<file path="src/design/bcp_pkg.sv">
// ----------------------------------------------------------------------------
// Bezier curve point package
// Shared types, widths and constants for the de Casteljau point pipeline.
// ----------------------------------------------------------------------------
package bcp_pkg;

    localparam int COORD_W    = 32;
    localparam int PARAM_W    = 17;
    localparam int NUM_PTS    = 4;
    localparam int NUM_STAGES = 6;

    // Input payload: eight coordinates followed by the parameter, padded to bytes.
    localparam int S_TDATA_RAW = 2 * NUM_PTS * COORD_W + PARAM_W;
    localparam int S_TDATA_W   = ((S_TDATA_RAW + 7) / 8) * 8;
    localparam int M_TDATA_W   = 2 * COORD_W;

    typedef logic signed [COORD_W-1:0] coord_t;
    typedef logic        [PARAM_W-1:0] param_t;

    // A parameter of exactly one in Q1.16.
    localparam param_t PARAM_ONE = param_t'(1 << (PARAM_W - 1));

    // Per-stage load strobes from the flow control to the datapath.
    typedef struct packed {
        logic [NUM_STAGES-1:0] load;
    } stage_ctl_t;

endpackage

</file>
<file path="src/design/bcp_lerp.sv">
// ----------------------------------------------------------------------------
// Bezier curve point: pipelined linear interpolation
// Computes a + floor(t * (b - a) / 65536) over two register stages:
// difference and product first, then the add.
// ----------------------------------------------------------------------------
module bcp_lerp (
    input  logic            aclk,
    input  logic            ld_mul,
    input  logic            ld_add,
    input  bcp_pkg::param_t t,
    input  bcp_pkg::coord_t a,
    input  bcp_pkg::coord_t b,
    output bcp_pkg::coord_t y
);
    import bcp_pkg::*;

    logic signed [COORD_W:0]     diff;
    logic signed [COORD_W+18:0]  prod;
    logic signed [COORD_W+1:0]   q_reg;
    logic signed [COORD_W+1:0]   sum;
    coord_t                      a_reg;
    coord_t                      y_reg;

    assign diff = {b[COORD_W-1], b} - {a[COORD_W-1], a};
    assign prod = $signed({1'b0, t}) * diff;

    // The product fits in 50 bits, so taking bits above 16 is the floor shift.
    always_ff @(posedge aclk) begin
        if (ld_mul) begin
            a_reg <= a;
            q_reg <= prod[COORD_W+17:16];
        end
    end

    assign sum = {{2{a_reg[COORD_W-1]}}, a_reg} + q_reg;

    always_ff @(posedge aclk) begin
        if (ld_add) begin
            y_reg <= sum[COORD_W-1:0];
        end
    end

    assign y = y_reg;

endmodule

</file>
<file path="config.mk">
export PLATFORM = sky130hd
export DESIGN_NAME = bcp_lerp
export DESIGN_NICKNAME = d
export VERILOG_FILES = /design/src/design/bcp_pkg.sv /design/src/design/bcp_lerp.sv
export SDC_FILE = /design/constraint.sdc
export NUM_CORES = 2
export LEC_CHECK = 0
export BUFFER_PORTS_ARGS = -buffer_cell sky130_fd_sc_hd__buf_2
export CELL_PAD_IN_SITES_DETAIL_PLACEMENT = 2
export CELL_PAD_IN_SITES_GLOBAL_PLACEMENT = 2
export CORE_MARGIN = 1.5
export CORE_UTILIZATION = 42
export CTS_BUF_LIST = sky130_fd_sc_hd__clkbuf_8
export DETAILED_ROUTE_END_ITERATION = 8
export PLACE_DENSITY = 0.87
export SLEW_MARGIN = 30
export SYNTH_ARGS = -nofsm -noshare
export SYNTH_HDL_FRONTEND = slang
export SYNTH_SLANG_ARGS = --single-unit
</file>
<file path="constraint.sdc">
create_clock -name aclk -period 13.38 [get_ports aclk]
set_input_delay 3.345 -clock aclk [delete_from_list [all_inputs] [get_ports aclk]]
set_output_delay 3.345 -clock aclk [all_outputs]
set_load 0.005 [all_outputs]
</file>
==> reports/summary.txt <==
skew final: 0.03068 ns
share of cells above drive strength 1: 0.07220
min-delay src: q_reg[0]
Ant. Diodes: 0
dpl hpwl: 75.79 mm
CTS Hold Bufs: 0
# resized after CTS: 0
Max clock buf depth: 2
CP most frequent cell: fa_1
first-pass GRT wire length: 140.3 mm
Post-Route Setup TNS: 0 ns
clock transition at the registers of the reported paths: 0.11 ns
ys async rst share: 0
max-slew violation count: 0
Die Span Y: 244.6 um
Post-DP Area: 26050 sq um
GRT Util Overall: 0.3133
post-synthesis average cell area: 9.364 sq um
status: completed
synthesized cell area: 24520 sq um
via count: 18980
crit end category: flop
Setup Buffers After CTS: 0
Worst path max stage delay: 0.67 ns
Slowest-stage cell, CP: xor2_1
buffers added on ports: 115
CTS Buf Count: 9
CP Buf/Inv Count: 5
Post-synth top flop: edfxtp_1
register area share after synthesis: 0.1176
worst path required time: 13.57 ns
crit start category: primary input
Max Used Layer: met5
# rows: 88
hold crit path type: flop to flop
RSZ-0062 raised after global routing: no
CTS sink count: 96
Met1 Wirelength: 34.75 mm
Hold Vio Cnt, Final: 0
H-tree Lvls: 3
Mapped Nets: 3392
Max Cap Viol: 0
drt total wl: 91.19 mm
Initial DRC Count: 948
vias in the first global route: 23480
global route overflow: 0
initial antenna violation count: 4
reg2reg end: y[30]
worst hold path cell count: 1
EDFF count, synth: 96
fin cells: 3466
Critical Path Fanout Max: 9
Slew @ Worst Pin: 1.045 ns
crit path from: b[0]
Initial Util: 0.4251
die area: 59850 sq um
Worst Hold Path EP: y[0]
core footprint: 57700 sq um
WL met2: 48.83 mm
Final period util: 0.9735
Yosys cell types: 69
Max Fclk: 0.07677 GHz
TritonCTS clock tree: built
wire per inst: 26.31 um
post-route ant nets: 0
Vias/cell: 5.476
Clock Latency Late Sink: 0.46 ns
largest net degree at the start of global routing: 65
Setup CP Type: primary input to flop
Finish-stage setup viols: 0
Critical R2R Launch: a_reg[0]
area grow syn2layout: 6.995%
Slew Limit Headroom: 0.3036
met3 routed WL: 3.715 mm
critical path depth: 34
Crit path max-delay family: adder cells
Post-Place Cells: 3450
IO Pins: 116
yosys warns: 0
GP Congestion: 0.8728
post-route core utilization: 0.4548
Pre-antenna DRT Iters: 5
CTS Root Cell: clkbuf_8
Chip Width: 244.6 um
DR DRC count: 0
Worst EP arrival: 13.22 ns
post-layout min period: 13.03 ns
reg2reg path depth: 13
Layout Nets: 3469
flop-to-flop setup slack: 9.40 ns
Mapped Cells: 2619
design area: 26240 sq um
flip-flop and latch count after synthesis: 96
==> through the flow <==
| stage | hold WS (ns) | setup slack, ns |
|---|---|---|
| CTS | 0.5909 | 0.4539 |
| finish | 0.5957 | 0.3544 |
| global route | 0.6230 | 0.1344 |
| global placement | 0.5546 | 0.7974 |
| detailed placement | 0.5576 | -0.01667 |
| floorplan | 0.5128 | 2.233 |
==> layer usage <==
layer	track usage	vias to the layer above
met3	0.03936	244
met2	0.5826	539
met1	0.3603	10200
met5	0	-
li1	-	7990
met4	0.1320	4
==> worst max-delay path by stage <==
stage,endpoint
global route,q_reg[28]
global placement,q_reg[26]
finish,q_reg[28]
floorplan,q_reg[26]
CTS,q_reg[26]
detailed placement,q_reg[26]
==> cell type report <==
type                       instances  area (sq um)
timing repair buffer             155         880.8
inverter                         647          2429
clock inverter                     7         61.31
fill                            6281         31460
sequential                        96          2883
clock buffer                       9         123.9
multi-input combinational       1787         18900
tap                              765         957.2
==> placed cells by master, fill, tap and decap left out, types with 5 or more instances in the layout <==
cell / netlist / routed
a21o_1: 40 / 40
a21oi_1: 81 / 78
and2_1: 256 / 256
and3_1: 7 / 7
and3b_1: 14 / 14
buf_2: 5 / 113
buf_4: 0 / 42
clkbuf_8: 0 / 9
edfxtp_1: 96 / 96
fa_1: 516 / 515
ha_1: 173 / 173
inv_1: 647 / 647
nand2_1: 300 / 300
nand2b_1: 14 / 14
nand3_1: 14 / 14
nand4_1: 5 / 5
nor2_1: 56 / 56
nor2b_1: 38 / 38
nor3_1: 13 / 13
o21a_1: 22 / 22
o21ai_0: 40 / 40
o21ai_1: 7 / 7
o21bai_1: 8 / 8
o31a_1: 6 / 6
o31ai_1: 6 / 6
or3_1: 7 / 7
xnor2_1: 63 / 61
xor2_1: 30 / 30
==> cells in the mapped netlist, types with 4 or more instances <==
cell,count,area [sq um]
ha_1,173,2165
fa_1,516,10330
nand2b_1,14,87.58
a21o_1,40,300.3
o21a_1,22,165.2
inv_1,647,2429
o31a_1,6,52.55
a21boi_0,4,30.03
or3_1,7,43.79
xor2_1,30,262.8
a21oi_1,81,405.4
nor3_1,13,65.06
buf_2,5,25.02
nand3_1,14,70.07
edfxtp_1,96,2883
nand4_1,5,31.28
o21ai_1,7,35.03
o21bai_1,8,60.06
and2_1,256,1602
o31ai_1,6,45.04
and3b_1,14,122.6
o2111ai_1,4,35.03
o21ai_0,40,200.2
a2111oi_0,4,35.03
xnor2_1,63,551.8
clkbuf_1,83,311.6
a31oi_1,4,25.02
and3_1,7,43.79
nand2_1,300,1126
nand3b_1,4,30.03
nor2_1,56,210.2
nor2b_1,38,237.7
==> worst register-to-register path, cell delays in order, from the launching register on <==
cell and delay, ns:
edfxtp_1 0.41, ha_1 0.24, inv_1 0.08, fa_1 0.20
nor2b_1 0.06, o21ai_0 0.32, a21boi_0 0.28, o22ai_2 0.35
o21ai_1 0.21, o41ai_2 0.80, a41oi_1 0.34, nand4_1 0.18
o211ai_1 0.14, xor2_1 0.16
==> kinds of logic after synthesis <==
family                   count (synthesis)  synth area share
AND/OR/NAND/NOR                        745            0.1556
buffers and inverters                  736            0.1132
adder cells (fa/ha/maj)                689            0.5095
AO/OA/AOI/OAI                          257           0.06898
flip-flops                              96            0.1176
XOR/XNOR                                95           0.03480
multiplexers                             1         0.0004082
Power is not shown: default switching activity piles up to over one toggle a cycle in this logic, so the estimate is an artifact.
