===== src/design/bcp_pkg.sv =====
// ----------------------------------------------------------------------------
// Bezier curve point package
// Shared types, widths and constants for the de Casteljau point pipeline.
// ----------------------------------------------------------------------------
package bcp_pkg;

    localparam int COORD_W    = 32;
    localparam int PARAM_W    = 17;
    localparam int NUM_PTS    = 4;
    localparam int NUM_STAGES = 6;

    // Input payload: eight coordinates followed by the parameter, padded to bytes.
    localparam int S_TDATA_RAW = 2 * NUM_PTS * COORD_W + PARAM_W;
    localparam int S_TDATA_W   = ((S_TDATA_RAW + 7) / 8) * 8;
    localparam int M_TDATA_W   = 2 * COORD_W;

    typedef logic signed [COORD_W-1:0] coord_t;
    typedef logic        [PARAM_W-1:0] param_t;

    // A parameter of exactly one in Q1.16.
    localparam param_t PARAM_ONE = param_t'(1 << (PARAM_W - 1));

    // Per-stage load strobes from the flow control to the datapath.
    typedef struct packed {
        logic [NUM_STAGES-1:0] load;
    } stage_ctl_t;

endpackage


===== src/design/bcp_ctrl.sv =====
// ----------------------------------------------------------------------------
// Bezier curve point: pipeline flow control
// Valid bits for each stage and a ready chain so that bubbles are squeezed
// out and a stalled output holds without losing or repeating a transaction.
// ----------------------------------------------------------------------------
module bcp_ctrl (
    input  logic                aclk,
    input  logic                aresetn,
    input  logic                s_tvalid,
    output logic                s_tready,
    output logic                m_tvalid,
    input  logic                m_tready,
    output bcp_pkg::stage_ctl_t ctl
);
    import bcp_pkg::*;

    logic [NUM_STAGES-1:0] valid_reg;
    logic [NUM_STAGES-1:0] valid_next;
    logic [NUM_STAGES:0]   ready;

    always_comb begin
        ready[NUM_STAGES] = m_tready;
        for (int i = NUM_STAGES - 1; i >= 0; i--) begin
            ready[i] = !valid_reg[i] || ready[i+1];
        end
    end

    always_comb begin
        valid_next  = valid_reg;
        ctl.load[0] = ready[0] && s_tvalid;
        if (ready[0]) begin
            valid_next[0] = s_tvalid;
        end
        for (int i = 1; i < NUM_STAGES; i++) begin
            ctl.load[i] = ready[i] && valid_reg[i-1];
            if (ready[i]) begin
                valid_next[i] = valid_reg[i-1];
            end
        end
    end

    always_ff @(posedge aclk) begin
        if (!aresetn) begin
            valid_reg <= '0;
        end else begin
            valid_reg <= valid_next;
        end
    end

    assign s_tready = ready[0];
    assign m_tvalid = valid_reg[NUM_STAGES-1];

    a_full_stall_blocks: assert property (@(posedge aclk) disable iff (!aresetn)
        ((&valid_reg) && !m_tready) |-> !s_tready)
        else $error("input accepted while every stage is full and stalled");

    a_accept_fills_first: assert property (@(posedge aclk) disable iff (!aresetn)
        (s_tvalid && s_tready) |=> valid_reg[0])
        else $error("accepted transaction did not enter the first stage");

    a_stalled_stage_holds: assert property (@(posedge aclk) disable iff (!aresetn)
        (valid_reg[NUM_STAGES-2] && !ready[NUM_STAGES-2]) |=> valid_reg[NUM_STAGES-2])
        else $error("stalled stage lost its transaction");

    a_reset_empties: assert property (@(posedge aclk)
        !aresetn |=> !m_tvalid)
        else $error("output valid right after reset");

endmodule


===== config.mk =====
export PLATFORM = sky130hd
export DESIGN_NAME = bcp_ctrl
export DESIGN_NICKNAME = d
export VERILOG_FILES = /design/src/design/bcp_pkg.sv /design/src/design/bcp_ctrl.sv
export SDC_FILE = /design/constraint.sdc
export NUM_CORES = 1
export LEC_CHECK = 0
export ABC_AREA = 1
export BUFFER_PORTS_ARGS = -buffer_cell sky130_fd_sc_hd__buf_4
export CAP_MARGIN = 0
export CORE_AREA = 2 2 39 41
export DETAILED_ROUTE_END_ITERATION = 16
export DIE_AREA = 0 0 41 43
export HOLD_SLACK_MARGIN = 0.06
export PLACE_DENSITY = 0.42
export SLEW_MARGIN = 10
export SYNTH_ARGS = -nofsm -noshare
export SYNTH_HDL_FRONTEND = slang
export SYNTH_SLANG_ARGS = --single-unit

===== constraint.sdc =====
create_clock -name aclk -period 1.33 [get_ports aclk]
set_clock_uncertainty 0.2 [all_clocks]
set_input_delay 0.1995 -clock aclk [delete_from_list [all_inputs] [get_ports aclk]]
set_output_delay 0.1995 -clock aclk [all_outputs]
set_load 0.1 [all_outputs]

==> flow_summary.yaml <==
status:
  status: "finished, violations left"
  violations: "setup timing"
cells_and_area:
  num_antenna_cells: 0
  final_area_sq_um: 596
  area_growth_pct: 113
  fin_util: 0.430
  largest_register_ffs: 6
  final_cells: 75
  nNetsFinal: 64
  drive_above_1_share: 0.610
placed_design:
  place.gp.congestion: 0.593
  place_area_sq_um: 442
  portBuffers: 11
  dp_hpwl_um: 435
  dp.cells: 67
global_routing:
  grt_max_degree: 7
  grt_pass1_wl_mm: 1.04
  antenna_found_initial: 0
  grt_pass1_vias: 290
  grtUsageTotal: 0.0885
  overflow: 0
synthesis:
  synthCells: 36
  synth_seq_cells: 6
  yosysSeqAreaShare: 0.430
  syn_area_sq_um: 279
  ys_types: 11
  synthesis.nets: 40
  syn-mean-instance-area_sq_um: 7.75
  ys_warn_count: 0
critical_path:
  path_class: "register to output pin"
  end_kind: "output pin"
  path_cells: "nand3_4, nor2_4, nand2_2, inv_2, a21oi_2, buf_12"
  critPathLaunchType: "register"
  cp_slowest_stage_delay_ns: 0.35
  slowest_stage: "dfxtp_2"
  worstPathMaxFanout: 4
  cp_data_arrival_time_ns: 1.23
  cp.required_ns: 0.93
sta:
  worst_slack_ns: -0.304
  hold_violations: 0
  worst_pin_slew_ns: 0.212
  min_period_ns: 1.63
  finalSetupViolations: 8
  maxSlewViolCount: 0
  rsz0062_at_grt: "true"
  maxSlewHeadroom: 0.858
  hold-worst-slack_ns: 0.0634
  tns_ns: -1.92
  max_freq_mhz: 612
  min_period_over_period: 1.23
die:
  num_io_pins: 12
  dieArea_sq_mm: 0.00176
  die_w_um: 41
  start_util: 0.202
  core_sq_mm: 0.00138
  rows: 14
  die_h_um: 43
detailed_routing:
  drt_iter0_markers: 5
  post_drt_via_cell_ratio: 4.05
  finalWirelength_um: 610
  wire_per_inst_um: 8.13
  drt-pass1-iter-count: 4
  drc: 0
  vias: 304
  ant_nets: 0
clock_network:
  clockBufferDepth: 2
  insertion_delay_ns: 0.25
  clock_sinks: 6
  clk_pin_slew_ns: 0.05
  cts_root_buffer: "clkbuf_4"
  cts_tree: "done"
  htree_levels: 1
  cts-buffers-inserted: 3
power_and_ir_drop:
  p_seq_frac: 0.391
  switching_power_mw: 0.148
  peakVddDrop_uv: 418
  switching_share: 0.306
  p_int_mw: 0.335
  p_leak_nw: 0.263
  pwr_density_cell_mw_per_mm2: 811
  p_clk_frac: 0.391
  comb_power_share: 0.218
min_path:
  hp-class: "primary input to register"
flow_run:
  drv_cap: 0
per-layer routing:
metal	vias to the layer above	share of wire	track usage	wire length, um
li1	155	-	-	-
met1	136	0.39	0.0906	238
met2	11	0.52	0.138	320
met3	2	0.070	0.0366	43
met4	0	0.013	0.0600	8
met5	-	0	0	0
cell usage after synthesis:
master	instances	area share
a21oi_1	7	0.13
a21oi_2	1	0.031
dfxtp_1	6	0.43
inv_1	11	0.15
inv_2	1	0.013
nand2_1	5	0.067
nand3_1	1	0.018
nand3_2	1	0.036
nand4_4	1	0.076
nor2_1	1	0.013
nor2_4	1	0.040
layout make-up:
cell class                      count  area, sq um
Clock buffer                        4         26.3
Fill cell                         138          788
Inverter                           12         48.8
Multi-Input combinational cell     18          149
Sequential cell                     6          125
Tap cell                           16         20.0
Timing Repair Buffer               19          226
critical path: cells and delay by family (launching register included):
| kind | cells | cell delay (ns) |
|---|---|---|
| buffers and inverters | 2 | 0.26 |
| AOI/OAI and AO/OA | 1 | 0.07 |
| DFF | 1 | 0.35 |
| and+or+nand+nor | 3 | 0.31 |
placed cells by master (no fill, tap or decap), drive strengths merged:
cell type	n
clkbuf	4
inv	11
a21oi	8
nand4	1
dfxtp	6
clkinvlp	1
nor2	2
nand2	5
buf	18
dlygate4sd3	1
nand3	2
stage by stage:
step | setup WS (ns) | power (mW)
6_report | -0.304 | 0.483
5_1_grt | -0.377 | 0.507
4_1_cts | -0.314 | 0.487
3_5_place_dp | -0.132 | 0.277
3_3_place_gp | -0.124 | 0.277
2_1_floorplan | -0.792 | 0.254
logic make-up (layout without fill, tap and decap cells):
| logic type | count (synthesis) | count (layout) | synth area share |
|---|---|---|---|
| AND/OR/NAND/NOR | 10 | 10 | 0.251 |
| buffers and inverters | 12 | 35 | 0.161 |
| AO/OA/AOI/OAI | 8 | 8 | 0.157 |
| flip-flops | 6 | 6 | 0.431 |
final timing paths:
check	start	end	slack, ns	cells after the start
worst max-delay path	valid_reg[4]	ctl[1]	-0.30	6
worst min-delay path	aresetn	valid_reg[0]	0.06	3
worst max register to register	valid_reg[4]	valid_reg[0]	0.12	5
worst min register to register	valid_reg[3]	valid_reg[4]	0.31	2
power by group through the flow:
stage / Clock (mW) / Combinational, mW / Sequential (mW)
6_report: 0.189 / 0.105 / 0.189
3_3_place_gp: 0 / 0.0846 / 0.192
5_1_grt: 0.207 / 0.110 / 0.190
2_1_floorplan: 0 / 0.0608 / 0.194
3_5_place_dp: 0 / 0.0845 / 0.192
4_1_cts: 0.194 / 0.104 / 0.189
timing repair:
action | 4_1_cts | 5_1_grt
endpoints found under the setup margin | 8 | 8
hold endpoints to repair | 1 | 0
hold buffers | 1 | 0
gates cloned | 0 | 0
resized for setup | 22 | 4
setup buffers | 1 | 3
pin swaps | 2 | 2
No activity file was read; power rests on OpenSTA's default activity.
